$ cat src/rtl/text_console_cursor_control_core_defines.svh
// ----------------------------------------------------------------------------
// Text console cursor control: assertion macros
// Shared property checks clocked on clk and disabled while rst_n is low.
// ----------------------------------------------------------------------------
`ifndef TEXT_CONSOLE_CURSOR_CONTROL_CORE_DEFINES_SVH
`define TEXT_CONSOLE_CURSOR_CONTROL_CORE_DEFINES_SVH

`ifndef NO_ASSERTIONS
// Same-cycle implication.
`define TCCC_ASSERT_IMP(lbl, ante, cons, msg) \
    lbl: assert property (@(posedge clk) disable iff (!rst_n) (ante) |-> (cons)) \
        else $error(msg);
// Next-cycle implication.
`define TCCC_ASSERT_NXT(lbl, ante, cons, msg) \
    lbl: assert property (@(posedge clk) disable iff (!rst_n) (ante) |=> (cons)) \
        else $error(msg);
`else
`define TCCC_ASSERT_IMP(lbl, ante, cons, msg)
`define TCCC_ASSERT_NXT(lbl, ante, cons, msg)
`endif

`endif

$ cat src/rtl/tccc_pkg.sv
// ----------------------------------------------------------------------------
// Text console cursor control package
// Character codes, the wrap limit, the reset prompt width and the result record shared by the modules.
// ----------------------------------------------------------------------------
package tccc_pkg;

    localparam logic [7:0] CODE_BACKSPACE = 8'd8;
    localparam logic [7:0] CODE_NEWLINE   = 8'd10;
    localparam logic [5:0] WRAP_MAX       = 6'd63;
    localparam logic [5:0] PROMPT_RESET   = 6'd2;

    typedef struct packed {
        logic       write_enable;
        logic [5:0] write_row;
        logic [5:0] write_col;
        logic [7:0] write_data;
        logic       clear_row_enable;
        logic [5:0] clear_row_index;
        logic [5:0] display_top_row;
    } result_t;

endpackage

$ cat src/rtl/text_console_cursor_control_core.sv
// ----------------------------------------------------------------------------
// Text console cursor control core
// Turns a stream of character codes into cell writes and scroll commands.
// ----------------------------------------------------------------------------
// One character transaction is accepted per clock cycle while the consumer
// takes results. The input register captures the character at the accepting
// edge, and the cursor update loads the result register from it as soon as
// that register has room. The cursor update is a single pass of counter
// logic, so back-to-back characters keep full rate as long as the consumer
// takes results. Backspace (8) erases left of the cursor, newline (10) starts
// a new line, and every other code is stored at the cursor. prompt_width may
// be written only while no transaction is in flight.
module text_console_cursor_control_core #(
    parameter int COLS     = 64,
    parameter int ROWS     = 32,
    parameter int MEM_ROWS = 64
) (
    input  logic       clk,
    input  logic       rst_n,
    input  logic       cfg_write_enable,
    input  logic [5:0] cfg_write_data,
    input  logic       in_valid,
    output logic       in_ready,
    input  logic [7:0] char_code,
    output logic       out_valid,
    input  logic       out_ready,
    output logic       write_enable,
    output logic [5:0] write_row,
    output logic [5:0] write_col,
    output logic [7:0] write_data,
    output logic       clear_row_enable,
    output logic [5:0] clear_row_index,
    output logic [5:0] display_top_row
);

    logic              item_valid;
    logic [7:0]        item_code;
    logic              room;
    logic              step;
    tccc_pkg::result_t result;
    tccc_pkg::result_t result_out;

    assign step = item_valid && room;

    tccc_in_stage u_in_stage (
        .clk        (clk),
        .rst_n      (rst_n),
        .in_valid   (in_valid),
        .in_ready   (in_ready),
        .char_code  (char_code),
        .consume    (step),
        .item_valid (item_valid),
        .item_code  (item_code)
    );

    tccc_cursor #(
        .COLS     (COLS),
        .ROWS     (ROWS),
        .MEM_ROWS (MEM_ROWS)
    ) u_cursor (
        .clk              (clk),
        .rst_n            (rst_n),
        .cfg_write_enable (cfg_write_enable),
        .cfg_write_data   (cfg_write_data),
        .step             (step),
        .code             (item_code),
        .result           (result)
    );

    tccc_out_stage u_out_stage (
        .clk        (clk),
        .rst_n      (rst_n),
        .load       (step),
        .result_in  (result),
        .room       (room),
        .out_valid  (out_valid),
        .out_ready  (out_ready),
        .result_out (result_out)
    );

    assign write_enable     = result_out.write_enable;
    assign write_row        = result_out.write_row;
    assign write_col        = result_out.write_col;
    assign write_data       = result_out.write_data;
    assign clear_row_enable = result_out.clear_row_enable;
    assign clear_row_index  = result_out.clear_row_index;
    assign display_top_row  = result_out.display_top_row;

endmodule

$ cat src/rtl/tccc_in_stage.sv
// ----------------------------------------------------------------------------
// Input register
// Captures one character transaction and holds it until the cursor logic
// consumes it.
// ----------------------------------------------------------------------------
module tccc_in_stage (
    input  logic       clk,
    input  logic       rst_n,
    input  logic       in_valid,
    output logic       in_ready,
    input  logic [7:0] char_code,
    input  logic       consume,
    output logic       item_valid,
    output logic [7:0] item_code
);

    logic       valid_reg;
    logic       valid_next;
    logic [7:0] code_reg;

    assign in_ready   = !valid_reg || consume;
    assign valid_next = (in_valid && in_ready) || (valid_reg && !consume);

    always_ff @(posedge clk or negedge rst_n)
    begin
        if (!rst_n)
        begin
            valid_reg <= 1'b0;
        end
        else
        begin
            valid_reg <= valid_next;
        end
    end

    always_ff @(posedge clk)
    begin
        if (in_valid && in_ready)
        begin
            code_reg <= char_code;
        end
    end

    assign item_valid = valid_reg;
    assign item_code  = code_reg;

endmodule

$ cat src/rtl/tccc_cursor.sv
// ----------------------------------------------------------------------------
// Cursor state and update logic
// Holds cursor row and column, screen row, soft wrap count, window top row
// and the prompt width, and works out the cell write, row clear and window top for one character.
// ----------------------------------------------------------------------------
`include "text_console_cursor_control_core_defines.svh"

module tccc_cursor #(
    parameter int COLS     = 64,
    parameter int ROWS     = 32,
    parameter int MEM_ROWS = 64
) (
    input  logic             clk,
    input  logic             rst_n,
    input  logic             cfg_write_enable,
    input  logic [5:0]       cfg_write_data,
    input  logic             step,
    input  logic [7:0]       code,
    output tccc_pkg::result_t result
);

    localparam int CW = $clog2(COLS);
    localparam int RW = $clog2(MEM_ROWS);
    localparam int SW = $clog2(ROWS);
    localparam int PW = (CW > 6) ? CW : 6;
    localparam logic [CW-1:0] COL_LAST    = CW'(COLS - 1);
    localparam logic [RW-1:0] ROW_LAST    = RW'(MEM_ROWS - 1);
    localparam logic [SW-1:0] SCREEN_LAST = SW'(ROWS - 1);

    logic [CW-1:0] cursor_col_reg, cursor_col_next;
    logic [RW-1:0] cursor_row_reg, cursor_row_next;
    logic [SW-1:0] screen_row_reg, screen_row_next;
    logic [5:0]    soft_wrap_count_reg, soft_wrap_count_next;
    logic [RW-1:0] top_row_reg, top_row_next;
    logic [5:0]    prompt_width_reg;

    logic [RW-1:0] row_inc, row_dec, top_inc, top_dec;

    assign row_inc = (cursor_row_reg == ROW_LAST) ? '0 : cursor_row_reg + 1'b1;
    assign row_dec = (cursor_row_reg == '0) ? ROW_LAST : cursor_row_reg - 1'b1;
    assign top_inc = (top_row_reg == ROW_LAST) ? '0 : top_row_reg + 1'b1;
    assign top_dec = (top_row_reg == '0) ? ROW_LAST : top_row_reg - 1'b1;

    always_comb
    begin
        cursor_col_next      = cursor_col_reg;
        cursor_row_next      = cursor_row_reg;
        screen_row_next      = screen_row_reg;
        soft_wrap_count_next = soft_wrap_count_reg;
        top_row_next         = top_row_reg;
        result               = '0;

        if (step)
        begin
            case (code)
                tccc_pkg::CODE_BACKSPACE:
                begin
                    if (soft_wrap_count_reg != '0)
                    begin
                        if (cursor_col_reg == '0)
                        begin
                            if (screen_row_reg == '0)
                            begin
                                // At the top of the screen the window backs up with the cursor.
                                if (cursor_row_reg != '0)
                                begin
                                    top_row_next    = top_dec;
                                    cursor_row_next = row_dec;
                                    cursor_col_next = COL_LAST;
                                end
                            end
                            else
                            begin
                                cursor_row_next = row_dec;
                                screen_row_next = screen_row_reg - 1'b1;
                                cursor_col_next = COL_LAST;
                            end
                            soft_wrap_count_next = soft_wrap_count_reg - 1'b1;
                        end
                        else
                        begin
                            cursor_col_next = cursor_col_reg - 1'b1;
                        end
                    end
                    else if (PW'(cursor_col_reg) > PW'(prompt_width_reg))
                    begin
                        cursor_col_next = cursor_col_reg - 1'b1;
                    end
                    result.write_enable = 1'b1;
                    result.write_row    = 6'(cursor_row_next);
                    result.write_col    = 6'(cursor_col_next);
                end
                tccc_pkg::CODE_NEWLINE:
                begin
                    soft_wrap_count_next = '0;
                    cursor_col_next      = '0;
                    cursor_row_next      = row_inc;
                    if (screen_row_reg == SCREEN_LAST)
                    begin
                        top_row_next            = top_inc;
                        result.clear_row_enable = 1'b1;
                        result.clear_row_index  = 6'(row_inc);
                    end
                    else
                    begin
                        screen_row_next = screen_row_reg + 1'b1;
                    end
                end
                default:
                begin
                    result.write_enable = 1'b1;
                    result.write_row    = 6'(cursor_row_reg);
                    result.write_col    = 6'(cursor_col_reg);
                    result.write_data   = code;
                    if (cursor_col_reg == COL_LAST)
                    begin
                        if (soft_wrap_count_reg != tccc_pkg::WRAP_MAX)
                        begin
                            soft_wrap_count_next = soft_wrap_count_reg + 1'b1;
                        end
                        cursor_col_next = '0;
                        cursor_row_next = row_inc;
                        if (screen_row_reg == SCREEN_LAST)
                        begin
                            top_row_next            = top_inc;
                            result.clear_row_enable = 1'b1;
                            result.clear_row_index  = 6'(row_inc);
                        end
                        else
                        begin
                            screen_row_next = screen_row_reg + 1'b1;
                        end
                    end
                    else
                    begin
                        cursor_col_next = cursor_col_reg + 1'b1;
                    end
                end
            endcase
        end

        result.display_top_row = 6'(top_row_next);
    end

    always_ff @(posedge clk or negedge rst_n)
    begin
        if (!rst_n)
        begin
            cursor_col_reg      <= '0;
            cursor_row_reg      <= '0;
            screen_row_reg      <= '0;
            soft_wrap_count_reg <= '0;
            top_row_reg         <= '0;
            prompt_width_reg    <= tccc_pkg::PROMPT_RESET;
        end
        else
        begin
            cursor_col_reg      <= cursor_col_next;
            cursor_row_reg      <= cursor_row_next;
            screen_row_reg      <= screen_row_next;
            soft_wrap_count_reg <= soft_wrap_count_next;
            top_row_reg         <= top_row_next;
            if (cfg_write_enable)
            begin
                prompt_width_reg <= cfg_write_data;
            end
        end
    end

    `TCCC_ASSERT_IMP(a_screen_row_bound, 1'b1, screen_row_reg <= SCREEN_LAST,
        "screen row beyond last screen row")
    `TCCC_ASSERT_IMP(a_cursor_row_bound, 1'b1, cursor_row_reg <= ROW_LAST,
        "cursor row beyond memory")
    `TCCC_ASSERT_NXT(a_newline_col_zero, step && (code == tccc_pkg::CODE_NEWLINE),
        (cursor_col_reg == '0) && (soft_wrap_count_reg == '0),
        "newline did not return to column zero")

endmodule

$ cat src/rtl/tccc_out_stage.sv
// ----------------------------------------------------------------------------
// Result register
// Holds one result transaction until the consumer takes it.
// ----------------------------------------------------------------------------
module tccc_out_stage (
    input  logic              clk,
    input  logic              rst_n,
    input  logic              load,
    input  tccc_pkg::result_t result_in,
    output logic              room,
    output logic              out_valid,
    input  logic              out_ready,
    output tccc_pkg::result_t result_out
);

    logic              valid_reg;
    logic              valid_next;
    tccc_pkg::result_t result_reg;

    assign room       = !valid_reg || out_ready;
    assign valid_next = load || (valid_reg && !out_ready);

    always_ff @(posedge clk or negedge rst_n)
    begin
        if (!rst_n)
        begin
            valid_reg <= 1'b0;
        end
        else
        begin
            valid_reg <= valid_next;
        end
    end

    always_ff @(posedge clk)
    begin
        if (load)
        begin
            result_reg <= result_in;
        end
    end

    assign out_valid  = valid_reg;
    assign result_out = result_reg;

endmodule

$ cat config.mk
export PLATFORM = sky130hd
export DESIGN_NAME = text_console_cursor_control_core
export DESIGN_NICKNAME = d
export VERILOG_FILES = /design/src/rtl/tccc_pkg.sv /design/src/rtl/text_console_cursor_control_core.sv /design/src/rtl/tccc_in_stage.sv /design/src/rtl/tccc_cursor.sv /design/src/rtl/tccc_out_stage.sv
export VERILOG_INCLUDE_DIRS = /design/src /design/src/rtl
export SDC_FILE = /design/constraint.sdc
export NUM_CORES = 1
export LEC_CHECK = 0
export BUFFER_PORTS_ARGS = -buffer_cell sky130_fd_sc_hd__buf_2
export CORE_MARGIN = 1
export CORE_UTILIZATION = 56
export CTS_BUF_LIST = sky130_fd_sc_hd__clkbuf_4 sky130_fd_sc_hd__clkbuf_8 sky130_fd_sc_hd__clkbuf_16
export DETAILED_ROUTE_END_ITERATION = 16
export PLACE_DENSITY_LB_ADDON = 0.1
export SETUP_SLACK_MARGIN = 0.05
export SLEW_MARGIN = 20
export SYNTH_ARGS = -nofsm -noshare
export SYNTH_HDL_FRONTEND = slang
export SYNTH_SLANG_ARGS = --single-unit
$ cat constraint.sdc
create_clock -name clk -period 8.2 [get_ports clk]
set_input_delay 0.82 -clock clk [delete_from_list [all_inputs] [get_ports clk]]
set_output_delay 0.82 -clock clk [all_outputs]
set_load 0.01 [all_outputs]
==> impl_metrics.yaml <==
run_status:
  status: "completed"
placement:
  globalplace.congestion: 0.882
  io_buffer_count: 54
  hpwl_um: 6810
  placed_area_um2: 4870
global_route:
  grt_pass1_wl_um: 16800
  grt_max_degree: 43
  grt_overflow: 0
  grt_antenna_before_repair: 0
  grt_pass1_vias: 3569
  track_usage_pct: 25.1
timing:
  hold_viol_final: 0
  finClkSkew_ps: 12.0
  fin_setup_tns_ps: 0
  maxSlewHeadroom_pct: 40.3
  fmax_mhz: 320
  finalCriticalPeriod_ps: 3130
  setup_viol: 0
  rsz0062_at_grt: "no"
  worst_pin_slew_ps: 896
  min_period_over_period_pct: 38.1
  slew_violations: 0
synthesis:
  synth_area_um2: 4580
  synth_cells: 456
  yosys_warnings: 0
  async_flop_share_pct: 46.8
  synth_most_common_cell: "nand2_1"
  synth_nets: 499
  yosysTopAreaCell: "edfxtp_1"
  synth_top_cells_by_count: "53 x nand2_1, 42 x edfxtp_1, 36 x dfrtp_1"
  synth_edf_count: 42
  synth_cell_type_count: 75
  avgSynthCellArea_um2: 10.0
  yosys-top-cells-area: "edfxtp_1 28%, dfrtp_1 20%, ha_1 6.0%"
  seq_area_frac_synth_pct: 47.8
  synth_top_area_share_pct: 27.5
  ys.flop_type: "edfxtp_1"
  synth_seq_cells: 79
drt:
  finalWirelength_um: 9730
  dr_total_vias: 3604
  ant_nets: 0
  vias_per_cell: 5.98
  drt_iter0_drc: 174
  drt_pass1_iterations: 4
  drcViolationCount: 0
  wl_per_cell_um: 16.1
worst_setup_path:
  slowest_delay_ps: 570
  worstPathRequired_ps: 8500
  path_max_fanout: 24
  endpoint_kind: "flip-flop"
  cp_slowest_cell: "or4_4"
  rr_startpoint: "u_in_stage.item_code[5]"
  critPathLaunch: "u_in_stage.item_code[5]"
  arrival_ps: 3430
  crit_path_start_kind: "flip-flop"
  crit_type: "flip-flop to flip-flop"
  path_cells: "or4_4, or3_1, buf_4, clkinv_4, ha_1, a21oi_1, o2111ai_1, xnor2_2, or4b_1, nand2_1"
clock_tree:
  clk_latency_ps: 360
  cts_resized: 0
  cts_sinks: 79
  postCtsSetupBuffers: 0
  hold_buffers: 0
  clock_path_buffers: 2
  cts-root-buf: "clkbuf_8"
  cts_tree: "yes"
  cts-htree-levels: 3
  cts_made_buffers: 9
  cts.clk_slew.worst_paths_ps: 90
power:
  leakagePower_nw: 2.17
  peakVddDrop_mv: 0.0945
  total_power_mw: 1.03
  power.density_nw_per_um2: 205
die:
  rows: 32
  die_w_um: 92.4
  die_area_um2: 8540
  die_y_um: 92.4
  pin_count: 55
  core_area_um2: 7810
  floorplan.initialDensity_pct: 58.7
min_path:
  hp-start: "u_in_stage.item_code[5]"
  worstHoldPathType: "flip-flop to flip-flop"
finish:
  post-route-util_pct: 64.7
  drive_gt1_share_pct: 18.0
  largest_reg_flops: 34
  diodes: 0
  area_delta_synth_final_pct: 10.3
  final_area_um2: 5050
  num-nets-final: 539
job:
  drv_cap: 0
cells in the final DEF, fill, tap and decap left out, types with 13 or more instances in the layout:
cell type / synthesis / routed
dfrtp_1: 36 / 36
ha_1: 22 / 22
edfxtp_1: 42 / 42
buf_2: 5 / 54
xor2_1: 13 / 13
nand3_1: 17 / 17
nand2_1: 53 / 53
o21ai_0: 28 / 28
nor2_1: 27 / 27
inv_1: 21 / 21
a21oi_1: 20 / 20
path summary, 6_finish.rpt:
kind	cells after the start	end	slack, ps
max reg2reg	10	u_cursor.soft_wrap_count_reg[5]	5070
max in group asynchronous	1	u_cursor.cursor_col_reg[5]	7060
min reg2reg	0	u_out_stage.result_out[18]	490
min	0	u_out_stage.result_out[18]	490
min in group asynchronous	1	u_cursor.top_row_reg[0]	580
max	10	u_cursor.soft_wrap_count_reg[5]	5070
where the power goes:
part / leakage [nW] / internal, mW / switching, mW / total, mW
clock network: 0.0927 / 0.116 / 0.161 / 0.277
registers: 0.885 / 0.465 / 0.0528 / 0.517
logic: 1.19 / 0.0995 / 0.140 / 0.239
routing by layer:
| layer | up-vias | part of all wire [%] | global-route usage [%] | wire [um] |
|---|---|---|---|---|
| met1 | 1725 | 44 | 32.2 | 4300 |
| li1 | 1760 | - | - | - |
| met2 | 106 | 49 | 41.7 | 4740 |
| met3 | 13 | 5.6 | 5.67 | 546 |
| met5 | - | 0 | 0 | 0 |
| met4 | 0 | 1.5 | 8.72 | 147 |
critical path: cells and delay by family (launching register included):
family / cells / cell delay (ps)
AOI/OAI and AO/OA: 2 / 350
xor gates and xnor gates: 1 / 170
adders and majority gates: 1 / 270
buffers and inverters: 2 / 420
DFF: 1 / 420
and+or+nand+nor: 4 / 1430
cell families after synthesis:
family,after synthesis,synth area share (%)
and+or+nand+nor,160,18.2
xor gates and xnor gates,19,3.80
DFF,79,47.8
buffers and inverters,51,4.92
AOI/OAI and AO/OA,121,18.0
adders and majority gates,24,6.89
muxes,2,0.492
metrics by stage:
stage	std cells	hold WS, ps	setup slack [ps]
detailed placement	587	469	5100
global route	603	508	4940
global placement	587	455	5140
floorplan	456	457	5220
CTS	603	491	5070
finish	603	488	5070
layout make-up:
type / instances / area [um^2]
clock inverter: 7 / 62.6
clock buffer: 9 / 124
timing repair buffer: 57 / 293
sequential: 79 / 2190
tap: 102 / 128
inverter: 23 / 91.3
fill: 653 / 2760
multi-input combinational: 326 / 2170
(Power assumes the default switching activity.)
